<file path="config.mk">
export PLATFORM = sky130hd
export DESIGN_NAME = reduced_rc4_stream_cipher_top
export DESIGN_NICKNAME = d
export VERILOG_FILES = /design/src/rtl/core/rrc4_pkg.sv /design/src/rtl/core/rrc4_ram.sv /design/src/rtl/core/rrc4_table.sv /design/src/rtl/core/rrc4_seq.sv /design/src/rtl/core/reduced_rc4_stream_cipher_top.sv
export SDC_FILE = /design/constraint.sdc
export NUM_CORES = 1
export LEC_CHECK = 0
export BUFFER_PORTS_ARGS = -buffer_cell sky130_fd_sc_hd__buf_2
export CAP_MARGIN = 20
export CORE_MARGIN = 2
export CORE_UTILIZATION = 55
export CTS_CLUSTER_SIZE = 12
export DETAILED_ROUTE_END_ITERATION = 8
export PLACE_DENSITY = 0.78
export SLEW_MARGIN = 20
export SYNTH_ARGS = -nofsm -noshare
export SYNTH_HDL_FRONTEND = slang
export SYNTH_SLANG_ARGS = --single-unit
</file>
<file path="constraint.sdc">
create_clock -name aclk -period 5.65 [get_ports aclk]
set_clock_uncertainty 0.15 [all_clocks]
set_input_delay 1.13 -clock aclk [delete_from_list [all_inputs] [get_ports aclk]]
set_output_delay 1.13 -clock aclk [all_outputs]
set_load 0.05 [all_outputs]
</file>
<file path="src/rtl/core/rrc4_pkg.sv">
// Shared types and constants for the reduced RC4 stream cipher.
// No dependencies; rrc4_table, rrc4_seq and the top level import this package.
package rrc4_pkg;

    // Permutation size; kept a power of two so index arithmetic wraps naturally
    localparam int STATE_SIZE = 8;
    localparam int IDX_W      = $clog2(STATE_SIZE);

    localparam int KEY_W      = 64;
    localparam int KLEN_W     = 4;
    localparam int KEY_MAX    = 8;
    localparam int KCNT_W     = 3;
    localparam int BYTE_W     = 8;
    localparam int CFG_IDX_W  = 2;

    typedef logic [IDX_W-1:0] idx_t;

    // Register map
    localparam logic [CFG_IDX_W-1:0] REG_KEY_BYTES  = CFG_IDX_W'(0);
    localparam logic [CFG_IDX_W-1:0] REG_KEY_LENGTH = CFG_IDX_W'(1);

    // Command codes
    localparam logic CMD_DATA    = 1'b0;
    localparam logic CMD_RESTART = 1'b1;

    typedef enum logic [3:0] {
        ST_IDLE,
        ST_D_RDJ,    // S[i] back, form j, read S[j]
        ST_D_WRI,    // S[i] <= S[j], form keystream index
        ST_D_WRJ,    // S[j] <= S[i], emit result
        ST_K_RDP,    // read S[p]
        ST_K_ADDP,   // j += S[p]
        ST_K_ADDK,   // j += key byte, read S[j]
        ST_K_WRP,    // S[p] <= S[j]
        ST_K_WRJ     // S[j] <= S[p], advance p
    } state_t;

    // Operand pairs of the shared adder
    typedef enum logic [1:0] {
        ADD_I_ONE,
        ADD_J_RDA,
        ADD_J_KEY,
        ADD_SA_RDB
    } add_op_t;

    typedef enum logic [1:0] {
        WR_I,
        WR_J,
        WR_POS
    } wr_sel_t;

    typedef enum logic [1:0] {
        RA_SUM,
        RA_T,
        RA_POS
    } ra_sel_t;

    // Control bundle from the sequencer to the datapath
    typedef struct packed {
        logic    in_ready;
        logic    item_data;
        logic    item_key;
        add_op_t add_op;
        logic    ld_j;
        logic    ld_sa;
        logic    ld_sb;
        logic    wr_en;
        wr_sel_t wr_sel;
        logic    wr_from_sa;
        ra_sel_t ra_sel;
        logic    out_ld;
        logic    pos_step;
        logic    key_done;
    } ctrl_t;

endpackage

</file>
<file path="src/rtl/core/rrc4_ram.sv">
// Generic single-write, dual-read RAM with registered read data.
// No dependencies.
module rrc4_ram #(
    parameter int WIDTH = 8,
    parameter int DEPTH = 8
) (
    input  logic                     aclk,
    input  logic                     we,
    input  logic [$clog2(DEPTH)-1:0] waddr,
    input  logic [WIDTH-1:0]         wdata,
    input  logic [$clog2(DEPTH)-1:0] raddr_a,
    input  logic [$clog2(DEPTH)-1:0] raddr_b,
    output logic [WIDTH-1:0]         rdata_a,
    output logic [WIDTH-1:0]         rdata_b
);

    logic [WIDTH-1:0] mem [DEPTH];

    // Read returns the contents before a same-cycle write
    always_ff @(posedge aclk) begin
        if (we) begin
            mem[waddr] <= wdata;
        end
        rdata_a <= mem[raddr_a];
        rdata_b <= mem[raddr_b];
    end

endmodule

</file>
<file path="src/rtl/core/rrc4_table.sv">
// Permutation table: RAM plus per-entry valid bits; an unwritten entry reads as its index.
// Depends on rrc4_pkg and rrc4_ram.
module rrc4_table import rrc4_pkg::*; (
    input  logic aclk,
    input  logic aresetn,
    input  logic clear,
    input  logic we,
    input  idx_t waddr,
    input  idx_t wdata,
    input  idx_t raddr_a,
    input  idx_t raddr_b,
    output idx_t rdata_a,
    output idx_t rdata_b
);

    logic [STATE_SIZE-1:0] valid_reg, valid_next;
    logic                  vld_a_reg, vld_b_reg;
    idx_t                  addr_a_reg, addr_b_reg;
    idx_t                  ram_a, ram_b;

    rrc4_ram #(
        .WIDTH (IDX_W),
        .DEPTH (STATE_SIZE)
    ) u_ram (
        .aclk    (aclk),
        .we      (we),
        .waddr   (waddr),
        .wdata   (wdata),
        .raddr_a (raddr_a),
        .raddr_b (raddr_b),
        .rdata_a (ram_a),
        .rdata_b (ram_b)
    );

    // Valid bits: clear restores the identity at once
    always_comb begin
        valid_next = valid_reg;
        if (clear) begin
            valid_next = '0;
        end else if (we) begin
            valid_next[waddr] = 1'b1;
        end
    end

    always_ff @(posedge aclk) begin
        if (!aresetn) begin
            valid_reg <= '0;
        end else begin
            valid_reg <= valid_next;
        end
    end

    // Track address and valid bit alongside the registered read
    always_ff @(posedge aclk) begin
        addr_a_reg <= raddr_a;
        addr_b_reg <= raddr_b;
        vld_a_reg  <= valid_reg[raddr_a];
        vld_b_reg  <= valid_reg[raddr_b];
    end

    assign rdata_a = vld_a_reg ? ram_a : addr_a_reg;
    assign rdata_b = vld_b_reg ? ram_b : addr_b_reg;

endmodule

</file>
<file path="src/rtl/core/rrc4_seq.sv">
// Sequencer for data steps and the key schedule; drives the shared adder and table.
// Depends on rrc4_pkg.
module rrc4_seq import rrc4_pkg::*; (
    input  logic  aclk,
    input  logic  aresetn,
    input  logic  s_valid,
    input  logic  cmd,
    input  logic  out_free,
    input  logic  last_pos,
    output ctrl_t ctrl
);

    state_t state_reg, state_next;

    // Next state
    always_comb begin
        state_next = state_reg;
        case (state_reg)
            ST_IDLE: begin
                if (s_valid) begin
                    state_next = (cmd == CMD_RESTART) ? ST_K_RDP : ST_D_RDJ;
                end
            end
            ST_D_RDJ:  state_next = ST_D_WRI;
            ST_D_WRI:  state_next = ST_D_WRJ;
            ST_D_WRJ: begin
                if (out_free) begin
                    state_next = ST_IDLE;
                end
            end
            ST_K_RDP:  state_next = ST_K_ADDP;
            ST_K_ADDP: state_next = ST_K_ADDK;
            ST_K_ADDK: state_next = ST_K_WRP;
            ST_K_WRP:  state_next = ST_K_WRJ;
            ST_K_WRJ:  state_next = last_pos ? ST_IDLE : ST_K_RDP;
            default:   state_next = ST_IDLE;
        endcase
    end

    always_ff @(posedge aclk) begin
        if (!aresetn) begin
            state_reg <= ST_IDLE;
        end else begin
            state_reg <= state_next;
        end
    end

    // Control outputs
    always_comb begin
        ctrl            = '0;
        ctrl.add_op     = ADD_I_ONE;
        ctrl.wr_sel     = WR_I;
        ctrl.ra_sel     = RA_SUM;
        case (state_reg)
            ST_IDLE: begin
                ctrl.in_ready  = 1'b1;
                ctrl.item_data = s_valid && (cmd == CMD_DATA);
                ctrl.item_key  = s_valid && (cmd == CMD_RESTART);
            end
            ST_D_RDJ: begin
                ctrl.add_op = ADD_J_RDA;
                ctrl.ld_j   = 1'b1;
                ctrl.ld_sa  = 1'b1;
            end
            ST_D_WRI: begin
                ctrl.add_op = ADD_SA_RDB;
                ctrl.ld_sb  = 1'b1;
                ctrl.wr_en  = 1'b1;
                ctrl.wr_sel = WR_I;
            end
            ST_D_WRJ: begin
                ctrl.wr_en      = 1'b1;
                ctrl.wr_sel     = WR_J;
                ctrl.wr_from_sa = 1'b1;
                ctrl.ra_sel     = RA_T;
                ctrl.out_ld     = out_free;
            end
            ST_K_RDP: begin
                ctrl.ra_sel = RA_POS;
            end
            ST_K_ADDP: begin
                ctrl.add_op = ADD_J_RDA;
                ctrl.ld_j   = 1'b1;
                ctrl.ld_sa  = 1'b1;
            end
            ST_K_ADDK: begin
                ctrl.add_op = ADD_J_KEY;
                ctrl.ld_j   = 1'b1;
            end
            ST_K_WRP: begin
                ctrl.wr_en  = 1'b1;
                ctrl.wr_sel = WR_POS;
            end
            ST_K_WRJ: begin
                ctrl.wr_en      = 1'b1;
                ctrl.wr_sel     = WR_J;
                ctrl.wr_from_sa = 1'b1;
                ctrl.pos_step   = !last_pos;
                ctrl.key_done   = last_pos;
            end
            default: begin
                ctrl.in_ready = 1'b0;
            end
        endcase
    end

endmodule

</file>
<file path="src/rtl/core/reduced_rc4_stream_cipher_top.sv">
// Top level of the reduced RC4 stream cipher: config registers, index datapath,
// shared adder and output register. Depends on rrc4_pkg, rrc4_seq, rrc4_table.
//
//   channel   | transfer signals      | payload
//   ----------+-----------------------+--------------------------------
//   input     | s_valid / s_ready     | s_cmd, s_data_byte
//   result    | m_valid / m_ready     | m_out_byte
//   config    | cfg_valid / cfg_ready | cfg_index, cfg_data
//
// A data item holds the block for the accepting cycle and three steps, so s_ready
// and m_valid return together after the last step. The table RAM allows one write
// a cycle, so the swap spends ST_D_WRI and ST_D_WRJ and the keystream read waits
// on the registered read. A restart takes each table position through the ST_K_*
// states after the accepting cycle, through the single adder, and gives no result.
// Reset is synchronous and restores the identity table at once. A result waits in the
// output register; a data item stalls in its last step while it is full and unread.
module reduced_rc4_stream_cipher_top import rrc4_pkg::*; (
    input  logic                 aclk,
    input  logic                 aresetn,
    input  logic                 s_valid,
    output logic                 s_ready,
    input  logic                 s_cmd,
    input  logic [BYTE_W-1:0]    s_data_byte,
    output logic                 m_valid,
    input  logic                 m_ready,
    output logic [BYTE_W-1:0]    m_out_byte,
    input  logic                 cfg_valid,
    output logic                 cfg_ready,
    input  logic [CFG_IDX_W-1:0] cfg_index,
    input  logic [KEY_W-1:0]     cfg_data
);

    ctrl_t ctrl;

    logic [KEY_W-1:0]  key_bytes_reg;
    logic [KLEN_W-1:0] key_length_reg;
    idx_t              i_reg, i_next;
    idx_t              j_reg, j_next;
    idx_t              sa_reg, sb_reg, t_reg;
    idx_t              pos_reg, pos_next;
    logic [KCNT_W-1:0] kc_reg, kc_next;
    logic [BYTE_W-1:0] data_reg;
    logic [BYTE_W-1:0] out_reg;
    logic              out_vld_reg, out_vld_next;

    idx_t              add_a, add_b, sum;
    idx_t              rd_a, rd_b;
    idx_t              raddr_a;
    idx_t              waddr, wdata;
    idx_t              ks;
    idx_t              kb;
    logic [BYTE_W-1:0] kb_byte;
    logic [KLEN_W-1:0] len_eff;
    logic              kc_last;
    logic              last_pos;
    logic              out_free;

    assign cfg_ready = 1'b1;
    assign s_ready   = ctrl.in_ready;
    assign m_valid   = out_vld_reg;
    assign m_out_byte = out_reg;
    assign out_free  = !out_vld_reg || m_ready;
    assign last_pos  = (pos_reg == idx_t'(STATE_SIZE - 1));

    // Configuration registers
    always_ff @(posedge aclk) begin
        if (!aresetn) begin
            key_bytes_reg  <= '0;
            key_length_reg <= KLEN_W'(1);
        end else if (cfg_valid) begin
            if (cfg_index == REG_KEY_BYTES) begin
                key_bytes_reg <= cfg_data;
            end else if (cfg_index == REG_KEY_LENGTH) begin
                key_length_reg <= cfg_data[KLEN_W-1:0];
            end
        end
    end

    // Effective key length: zero length acts as one, long lengths saturate at KEY_MAX
    always_comb begin
        if (key_length_reg == '0) begin
            len_eff = KLEN_W'(1);
        end else if (key_length_reg > KLEN_W'(KEY_MAX)) begin
            len_eff = KLEN_W'(KEY_MAX);
        end else begin
            len_eff = key_length_reg;
        end
    end

    assign kc_last = ((KLEN_W'(kc_reg) + KLEN_W'(1)) >= len_eff);
    assign kb_byte = key_bytes_reg[{kc_reg, 3'b000} +: BYTE_W];
    assign kb      = kb_byte[IDX_W-1:0];

    // Shared modular adder
    always_comb begin
        case (ctrl.add_op)
            ADD_I_ONE: begin
                add_a = i_reg;
                add_b = idx_t'(1);
            end
            ADD_J_RDA: begin
                add_a = j_reg;
                add_b = rd_a;
            end
            ADD_J_KEY: begin
                add_a = j_reg;
                add_b = kb;
            end
            ADD_SA_RDB: begin
                add_a = sa_reg;
                add_b = rd_b;
            end
            default: begin
                add_a = i_reg;
                add_b = idx_t'(1);
            end
        endcase
    end

    assign sum = add_a + add_b;

    // Table addressing
    always_comb begin
        case (ctrl.ra_sel)
            RA_SUM:  raddr_a = sum;
            RA_T:    raddr_a = t_reg;
            RA_POS:  raddr_a = pos_reg;
            default: raddr_a = sum;
        endcase
        case (ctrl.wr_sel)
            WR_I:    waddr = i_reg;
            WR_J:    waddr = j_reg;
            WR_POS:  waddr = pos_reg;
            default: waddr = i_reg;
        endcase
        wdata = ctrl.wr_from_sa ? sa_reg : rd_b;
    end

    rrc4_table u_table (
        .aclk    (aclk),
        .aresetn (aresetn),
        .clear   (ctrl.item_key),
        .we      (ctrl.wr_en),
        .waddr   (waddr),
        .wdata   (wdata),
        .raddr_a (raddr_a),
        .raddr_b (sum),
        .rdata_a (rd_a),
        .rdata_b (rd_b)
    );

    rrc4_seq u_seq (
        .aclk     (aclk),
        .aresetn  (aresetn),
        .s_valid  (s_valid),
        .cmd      (s_cmd),
        .out_free (out_free),
        .last_pos (last_pos),
        .ctrl     (ctrl)
    );

    // Keystream value after the swap; forwarded when it lands on i or j
    always_comb begin
        if (t_reg == j_reg) begin
            ks = sa_reg;
        end else if (t_reg == i_reg) begin
            ks = sb_reg;
        end else begin
            ks = rd_a;
        end
    end

    // Index and counter next values
    always_comb begin
        i_next   = i_reg;
        j_next   = j_reg;
        pos_next = pos_reg;
        kc_next  = kc_reg;
        if (ctrl.item_data) begin
            i_next = sum;
        end
        if (ctrl.ld_j) begin
            j_next = sum;
        end
        if (ctrl.item_key) begin
            j_next   = '0;
            pos_next = '0;
            kc_next  = '0;
        end
        if (ctrl.pos_step) begin
            pos_next = pos_reg + idx_t'(1);
            kc_next  = kc_last ? '0 : kc_reg + KCNT_W'(1);
        end
        if (ctrl.key_done) begin
            i_next = '0;
            j_next = '0;
        end
    end

    always_ff @(posedge aclk) begin
        if (!aresetn) begin
            i_reg   <= '0;
            j_reg   <= '0;
            pos_reg <= '0;
            kc_reg  <= '0;
        end else begin
            i_reg   <= i_next;
            j_reg   <= j_next;
            pos_reg <= pos_next;
            kc_reg  <= kc_next;
        end
    end

    // Operand holding registers
    always_ff @(posedge aclk) begin
        if (ctrl.item_data) begin
            data_reg <= s_data_byte;
        end
        if (ctrl.ld_sa) begin
            sa_reg <= rd_a;
        end
        if (ctrl.ld_sb) begin
            sb_reg <= rd_b;
            t_reg  <= sum;
        end
        if (ctrl.out_ld) begin
            out_reg <= data_reg ^ BYTE_W'(ks);
        end
    end

    // Output register valid
    always_comb begin
        out_vld_next = out_vld_reg;
        if (m_ready) begin
            out_vld_next = 1'b0;
        end
        if (ctrl.out_ld) begin
            out_vld_next = 1'b1;
        end
    end

    always_ff @(posedge aclk) begin
        if (!aresetn) begin
            out_vld_reg <= 1'b0;
        end else begin
            out_vld_reg <= out_vld_next;
        end
    end

endmodule

</file>
### After elaboration in Yosys (flattened, before gate mapping)

Memories as Yosys holds them, arrays and structs flattened. A register that Yosys moved wholly into a read port is not among the register bits.
Cells that the tools add are included.

* logic and storage cells: 119
* register bits: 126
* bits in writable memories: 24
* output and inout bits: 11
* memories: 1

Memory list
* u_table.u_ram.mem: words 8, bits a word 3, rd ports 2, clocked after Yosys merged registers in 2, write ports 1, RTL line rrc4_ram.sv:17 `logic [WIDTH-1:0] mem [DEPTH];`

* equality and inequality tests: 21
* mux-type cells: 41
* $add $sub $neg: 4
* shifts and indexed selects: 1
* $lt $le $gt $ge: 6
* bitwise logic cells: 5
* reduce and logical (&&, ||, !) cells: 22

Operators with widths (count)
* $shiftx A64 B7 Y3: 1
* $pmux W4 S9: 1
* $mux W3: 11
* $pmux W3 S3: 2
* $eq A4 B3 Y1 const B: 4
* $mux W4: 4
* $mux W1: 13
* $lt A3 B4 Y1 const B: 3
* $pmux W3 S2: 2
* $pmux W3 S4: 1
* $reduce_or A2 Y1: 5
* $eq A2 B1 Y1 const B: 4
* $eq A2 B2 Y1 const B: 4
* $eq A4 B2 Y1 const B: 2
* $logic_not A4 Y1: 2
* $or A8 B8 Y8: 1
* $xor A8 B3 Y8: 1
* $add A3 B1 Y3 const B: 2
* $bmux W1 S3: 2
* $eq A3 B3 Y1: 2
* $pmux W2 S3: 1
* $reduce_or A3 Y1: 2
* $add A3 B1 Y4 const B: 1
* $eq A4 B1 Y1 const B: 1
* 19 further kinds: 28

### Depth between registers and ports, before layout

Gate-level depths: netlist (run 1).

* depth in word-level cells: 10
* gate-level depth with buffers: 16
* depth with buffers taken out: 14

### Cells and area by module

Synthesis (run 1) repeated with hierarchy kept, for this count alone.

* cell total of the unflattened synthesis: 488
* area total of the unflattened synthesis: 5676.7 µm²

By module, submodules not included
* reduced_rc4_stream_cipher_top: cells each 317, area each 3294.4 µm², seq. area each 1571.5 µm², instances 1
* rrc4_ram: cells each 63, area each 1305.0 µm², seq. area each 840.8 µm², instances 1
* rrc4_table: cells each 53, area each 669.4 µm², seq. area each 320.3 µm², instances 1
* rrc4_seq: cells each 55, area each 407.9 µm², seq. area each 80.1 µm², instances 1

### Worst setup path after synthesis (run 1)

Ideal clock, no wire load.

* kind: register to register
* start point: register u_seq.state_reg[1]
* end point: register u_table.u_ram.rdata_a[0] (read register of u_table.u_ram.mem)
* path slack: 1.398 ns
* clock period less this slack: 4.252 ns
* library setup time: 0.121 ns
* arrival: 3.980 ns
* stages on the path, launching flop included: 13
* path buffers: 1
* path through: dfxtp_1 > clkbuf_1 > nand2_1 > nor3_1 > or2_2 > inv_1 > ha_1 > a221oi_1 > o21ai_0 > ha_1 > a21oi_1 > mux4_2 > mux2_4

* longest elaborated chain between the ends: 8

RTL lines
* start, declared: RTL line rrc4_seq.sv:13 `state_t state_reg, state_next;`
* start signal, assigned: RTL line rrc4_seq.sv:44 `state_reg <= state_next;`
* $eq A4 B1 Y1 / $eq A4 B3 Y1 (equally long branches): RTL line rrc4_seq.sv:54 `case (state_reg)`
* $reduce_or A2 Y1 (no source line)
* $pmux W2 S3 *: RTL line rrc4_seq.sv:54
* $eq A2 B2 Y1 / $eq A2 B1 Y1 (equally long branches): RTL line reduced_rc4_stream_cipher_top.sv:96 `case (ctrl.add_op)`
* $reduce_or A2 Y1 (no source line)
* $pmux W3 S3: RTL line reduced_rc4_stream_cipher_top.sv:96
* $add A3 B3 Y3 *: RTL line reduced_rc4_stream_cipher_top.sv:120 `assign sum = add_a + add_b;`
* via sum[0]: RTL line reduced_rc4_stream_cipher_top.sv:46 `idx_t add_a, add_b, sum;`
* $pmux W3 S2 *: RTL line reduced_rc4_stream_cipher_top.sv:124 `case (ctrl.ra_sel)`
* end, declared: RTL line rrc4_ram.sv:13 `output logic [WIDTH-1:0] rdata_a,`

Mark *: on every way through the listed nets, which the timed path passes. The rest lies on a longest branch.
A chain may end at the register's enable or synchronous reset.

### Worst setup path in the final report (run 1)

* start point: register u_seq.state_reg[0]
* end point: register u_table.vld_b_reg

* longest elaborated chain between the ends: 9

RTL lines
* $eq A4 B1 Y1 / $eq A4 B3 Y1 (equally long branches): RTL line rrc4_seq.sv:54
* $reduce_or A2 Y1 (no source line)
* $pmux W2 S3 *: RTL line rrc4_seq.sv:54
* $eq A2 B2 Y1 / $eq A2 B1 Y1 (equally long branches): RTL line reduced_rc4_stream_cipher_top.sv:96
* $reduce_or A2 Y1 (no source line)
* $pmux W3 S3: RTL line reduced_rc4_stream_cipher_top.sv:96
* $add A3 B3 Y3 *: RTL line reduced_rc4_stream_cipher_top.sv:120
* $bmux W1 S3 *: RTL line rrc4_table.sv:58 `vld_b_reg <= valid_reg[raddr_b];`
* $mux W1 (implied by the code) *: RTL line rrc4_table.sv:58
* end signal, assigned: RTL line rrc4_table.sv:58
* end, declared: RTL line rrc4_table.sv:17 `logic vld_a_reg, vld_b_reg;`

Mark *: on every way between the ends. The rest lies on a longest branch, timed or not. The select of a mux whose other input is x is not followed.

==> summary.txt, run 1 <==
STA
  – Fin. max-slew vios: 0
  – Fin crit period: 4.341 ns
  – Fmax: 230.4 MHz
  – Fin crit share: 76.82%
  – Setup TNS: 0 ns
  – Worst-Margin Slew: 0.9399 ns
  – Setup violators final: 0
  – Final worst slack: 1.309 ns
  – RSZ-0062 raised after global routing: false
  – Relative slew margins: 35.72%
  – Final Hold Viols: 0

Placed design
  – Hpwl dp: 7951 um
  – Final Wtd Congestion: 0.8561
  – Inst Count DP: 629
  – Place WS: 1.438 ns
  – # port buffers: 50

Hold path
  – Worst min path class: reg -> reg

Yosys
  – Synth cell types: 46
  – Yosys reg bits: 116
  – Post-synthesis cell count: 465
  – Post-Syn Area per Cell: 11.47 um2
  – Ys Warns: 0
  – Post-synthesis sequential area ratio: 52.73%
  – Netlist Area Pre-Place: 5334 um2
  – Main flop type after synthesis: dfxtp_1
  – Post-Syn Nets: 563
  – FFs w/ async S/R, synth: 0%
  – Post-synth EDFFs: 49

Final layout
  – P&R area growth vs syn: 18.98%
  – Fillers: 675
  – Finished Layout Cells: 661
  – # nets final: 617
  – Multi-input gate area: 2367 um2
  – Most frequent cells in the layout: nand2_1, dfxtp_1, buf_2, edfxtp_1, a21oi_1
  – Share of cells above drive strength 1: 23.50%
  – Fin util: 68.03%
  – Register area: 2813 um2
  – Commonest non-fill, non-tap cell in the layout: nand2_1
  – Ant diodes: 0

Routing
  – Vias per std cell: 5.720
  – WL/cell: 17.28 um
  – DRT Pass-1 Iters: 6
  – Routed Antenna Nets: 0
  – Wirelength, routed: 11,420 um
  – Initial DRC count: 344
  – Vias post-DR: 3,781
  – DRC: 0

Die
  – Num rows: 35
  – Total core area: 9328 um2
  – Top Ports: 91
  – Die area: 10,500 um2
  – Initial Util: 57.18%
  – Die Y: 102.5 um
  – Die X: 102.5 um

Clocking
  – H-Tree Level Count: 4
  – Clk root buf: clkbuf_8
  – CTS tree: done
  – Clock Pin Slew Worst Setup and Hold Paths: 0.06 ns
  – Post-CTS Setup Inserts: 0
  – CTS Buffer Depth: 2
  – Hold buffers post-CTS: 0
  – Sink Count: 116
  – PostCTS Resize Cnt: 0
  – Clk Latency, worst-skew pair: 0.52 ns
  – Num CTS Buffers: 17

Global routing
  – First-pass GRT wire length: 18,330 um
  – GRT Residual Overflow: 0
  – Vias in the first global route: 3,796
  – Largest net degree at the start of global routing: 37
  – Initial antenna violation count: 0
  – Total track usage: 23.72%

Power
  – PwrDens: 449.3 nW/um2
  – P_leak: 0.002504 uW
  – Pwr Total: 2851 uW
  – Maximum VDD drop: 0.1913 mV

Critical path
  – Crit-path max FO: 9
  – Crit start category: flip-flop
  – Critical path arrival: 4.59 ns
  – Setup CP Type: reg -> reg
  – Required @ worst endpoint: 5.90 ns
  – Worst setup EP type: flip-flop

Flow run
  – Max-Cap Viols: 0

Status
  – Status: completed
-- power by group --
group | internal (uW) | switching (uW) | total [uW]
Combinational | 297 | 337 | 633
Clock | 800 | 377 | 1180
Sequential | 994 | 46.8 | 1040
-- layout make-up --
cell class	instances	share of cell area, %
inverters	20	1.183
repair buffers	54	4.416
well taps	129	2.543
clock buffers	17	6.526
multi-input cells	310	37.30
clock inverters	15	3.707
flip-flops and latches	116	44.32
-- critical path, stage by stage, from the launching register on --
cell      delay [ns]
dfxtp_1         0.48
inv_1           0.14
nand2_1         0.08
nor3_1          0.05
buf_4           0.19
or2_2           0.33
ha_1            0.28
a221oi_1        0.33
o21ai_0         0.19
ha_1            0.23
fa_1            0.38
xor2_1          0.22
or3b_2          0.53
and2_1          0.31
mux2_4          0.35
-- per-stage QoR --
step	instance area [um2]	hold WS, ns
after floorplan	5334	0.2503
after global placement	5690	0.2524
after detailed placement	5690	0.2570
after CTS	6340	0.2600
after global routing	6346	0.2726
final	6346	0.2629
-- cells in the mapped netlist (9+ instances only) --
library cell,n,share of area [%]
a21oi_1,38,3.6
a22oi_1,11,1.5
clkbuf_1,16,1.1
dfxtp_1,67,25
edfxtp_1,49,28
ha_1,17,4.0
inv_1,19,1.3
mux2_2,10,2.1
mux2i_1,12,2.3
mux4_2,16,6.8
nand2_1,76,5.3
nor2_1,34,2.4
xnor2_1,9,1.5
-- per-layer routing --
layer	up-vias	routed length, um	track usage (%)	share of wire [%]
met4	0	241	9.231	2.1
met2	122	5951	41.58	52
met5	-	0	0	0
li1	1796	-	-	-
met3	26	708	6.703	6.2
met1	1837	4522	27.52	40
-- path summary, 6_finish.rpt --
check | from | to | slack [ns] | cells past startpoint
setup / recovery | u_seq.state_reg[0] | u_table.vld_b_reg | 1.31 | 14
hold / removal | data_reg[3] | m_out_byte[3] | 0.26 | 0
setup reg to reg | u_seq.state_reg[0] | u_table.vld_b_reg | 1.31 | 14
hold reg to reg | data_reg[3] | m_out_byte[3] | 0.26 | 0
-- kinds of logic (layout without fill, tap and decap cells) --
family,count (synthesis),after routing,share of synthesized area (%)
xor gates and xnor gates,11,11,1.806
muxes,52,52,16.33
other,1,1,0.07031
AOI/OAI and AO/OA,81,81,9.548
and+or+nand+nor,147,147,12.06
buffers and inverters,39,106,3.096
adders and majority gates,18,18,4.363
DFF,116,116,52.73
Power figures use the tool's default switching activity.
==> run 2, diff against run 1 <==
Clock period 5.65 ns to 4.1 ns, I/O delays scaled along.
==> run 2 against run 1 <==
Against the previous run:
- die area unchanged
- core utilization is 0.28 points higher
- clock power increased by 31%
- via count grew 0.74%
- flip-flop and latch count unchanged
- global-route usage barely moved
- largest power group unchanged
- combinational power increased by 41%
- sequential power grew 38%
- final cell count grew 0.76%
- clock-buffer cell count grew 6
- sequential share of layout area down 0.16 points
- critical path type unchanged
==> summary.txt, run 2 (synthesis results as in run 1) <==
Status
  – Status: completed

STA
  – Final Hold Viols: 0
  – Fin. max-slew vios: 0
  – Fin crit period: 3.960 ns
  – RSZ-0062 raised after global routing: false
  – Setup violators final: 0
  – Final worst slack: 0.1396 ns
  – Fmax: 252.5 MHz
  – Worst-Margin Slew: 0.8380 ns
  – Relative slew margins: 43.87%
  – Fin crit share: 96.60%
  – Setup TNS: 0 ns

Global routing
  – GRT Residual Overflow: 0
  – Initial antenna violation count: 0
  – Total track usage: 23.70%
  – Largest net degree at the start of global routing: 37
  – First-pass GRT wire length: 18,730 um
  – Vias in the first global route: 3,750

Power
  – Maximum VDD drop: 0.2874 mV
  – Pint: 2847 uW
  – Clock Power Share: 40.1%
  – Net Sw Frac: 26.52%
  – Sequential power share: 36.8%
  – NetSw: 1028 uW
  – P_leak: 0.002530 uW
  – PwrDens: 608.0 nW/um2
  – Logic pwr share: 23.1%

Die
  – Top Ports: 91
  – Die X: 102.5 um
  – Die area: 10,500 um2
  – Initial Util: 57.18%
  – Num rows: 35
  – Die Y: 102.5 um
  – Total core area: 9328 um2

Routing
  – WL/cell: 17.09 um
  – Routed Antenna Nets: 0
  – DRC: 0
  – Vias post-DR: 3,809
  – DRT Pass-1 Iters: 5
  – Vias per std cell: 5.719
  – Wirelength, routed: 11,390 um
  – Initial DRC count: 370

Final layout
  – Most frequent cells in the layout: nand2_1, dfxtp_1, buf_2, edfxtp_1, a21oi_1
  – Finished Layout Cells: 666
  – Commonest non-fill, non-tap cell in the layout: nand2_1
  – # nets final: 622
  – Fin util: 68.32%
  – Fillers: 663
  – Share of cells above drive strength 1: 24.39%
  – P&R area growth vs syn: 19.47%
  – Ant diodes: 0
  – Fin area: 6372 um2
  – Register area: 2814 um2
  – Multi-input gate area: 2377 um2

Clocking
  – Num CTS Buffers: 17
  – H-Tree Level Count: 4
  – CTS tree: done
  – Clk Latency, worst-skew pair: 0.51 ns
  – Sink Count: 116
  – Clock Pin Slew Worst Setup and Hold Paths: 0.06 ns
  – CTS Buffer Depth: 2
  – Clk root buf: clkbuf_8

Critical path
  – Worst setup EP type: flip-flop
  – R2R Setup Slk: 0.14 ns
  – Critical path arrival: 4.20 ns
  – Setup CP Type: reg -> reg
  – Setup crit end: u_table.u_ram.rdata_b[0]
  – Required @ worst endpoint: 4.34 ns
  – Crit-path max FO: 11
  – Reg2Reg Depth: 14
  – Critical R2R Launch: u_seq.state_reg[1]
  – Crit. Startpoint: u_seq.state_reg[1]
  – FF-to-FF End: u_table.u_ram.rdata_b[0]
  – Crit start category: flip-flop

Placed design
  – Final Wtd Congestion: 0.8121
  – # port buffers: 50
  – Inst Count DP: 634
  – Placed Area: 5737 um2
  – Hpwl dp: 7962 um
  – Place WS: 0.2157 ns

Hold path
  – Worst min path class: reg -> reg

Flow run
  – Max-Cap Viols: 0
## run 2: changes by cell type in the layout (fill, tap and decap cells not counted), sizes merged
cell	change
clkinvlp	-2
clkinv	-2
buf	+5
bufinv	-2
clkbuf	+6
## run 2: worst min path at each step
stage          cells after the start         from  slack, ns       endpoint
2_1_floorplan                      0  data_reg[3]       0.25  m_out_byte[3]
3_3_place_gp                       0  data_reg[5]       0.25  m_out_byte[5]
3_5_place_dp                       0  data_reg[5]       0.26  m_out_byte[5]
4_1_cts                            0  data_reg[5]       0.27  m_out_byte[5]
5_1_grt                            0  data_reg[4]       0.28  m_out_byte[4]
6_report                           0  data_reg[5]       0.27  m_out_byte[5]
## run 2: area by class of cell
type                            count  share of cell area [%]
Sequential cell                   116                   44.16
Multi-Input combinational cell    310                   37.31
Clock buffer                       23                   7.500
Timing Repair Buffer               59                   4.987
Tap cell                          129                   2.533
Clock inverter                      9                   2.337
Inverter                           20                   1.178
## run 2: timing repair
item,CTS,global route
hold endpoints to repair,0,0
endpoints found under the setup margin,0,8
hold buffers,0,0
resized for setup,0,1
setup buffers,0,0
## run 2: stage by stage
step,hold WS (ns),total power (uW)
finish,0.2688,3874
floorplan,0.2503,2109
global placement,0.2519,2298
global route,0.2769,4027
detailed placement,0.2570,2336
CTS,0.2706,3887
## run 2: per-layer routing
layer | track usage, % | up-vias | routed length (um)
li1 | - | 1803 | -
met1 | 29.29 | 1827 | 4721
met2 | 40.62 | 160 | 5749
met3 | 5.062 | 19 | 724
met4 | 9.436 | 0 | 189
met5 | 0 | - | 0
## run 2: critical path, cell delays in order, from the launching register on
cell and delay [ns]:
dfxtp_1 0.31, buf_4 0.16, nand2_1 0.08, nor3_2 0.04, or2_2 0.33, ha_1 0.32
inv_1 0.07, a22oi_1 0.24, o21ai_0 0.16, ha_1 0.24, fa_1 0.37, xor2_1 0.20
or3b_2 0.52, and2_1 0.31, mux2_4 0.34
## run 2: power by group through the flow
stage / combinational, uW / sequential (uW) / clock [uW]
CTS: 894 / 1430 / 1570
detailed placement: 887 / 1450 / 0
finish: 894 / 1430 / 1550
global placement: 856 / 1440 / 0
floorplan: 674 / 1440 / 0
global route: 967 / 1440 / 1620
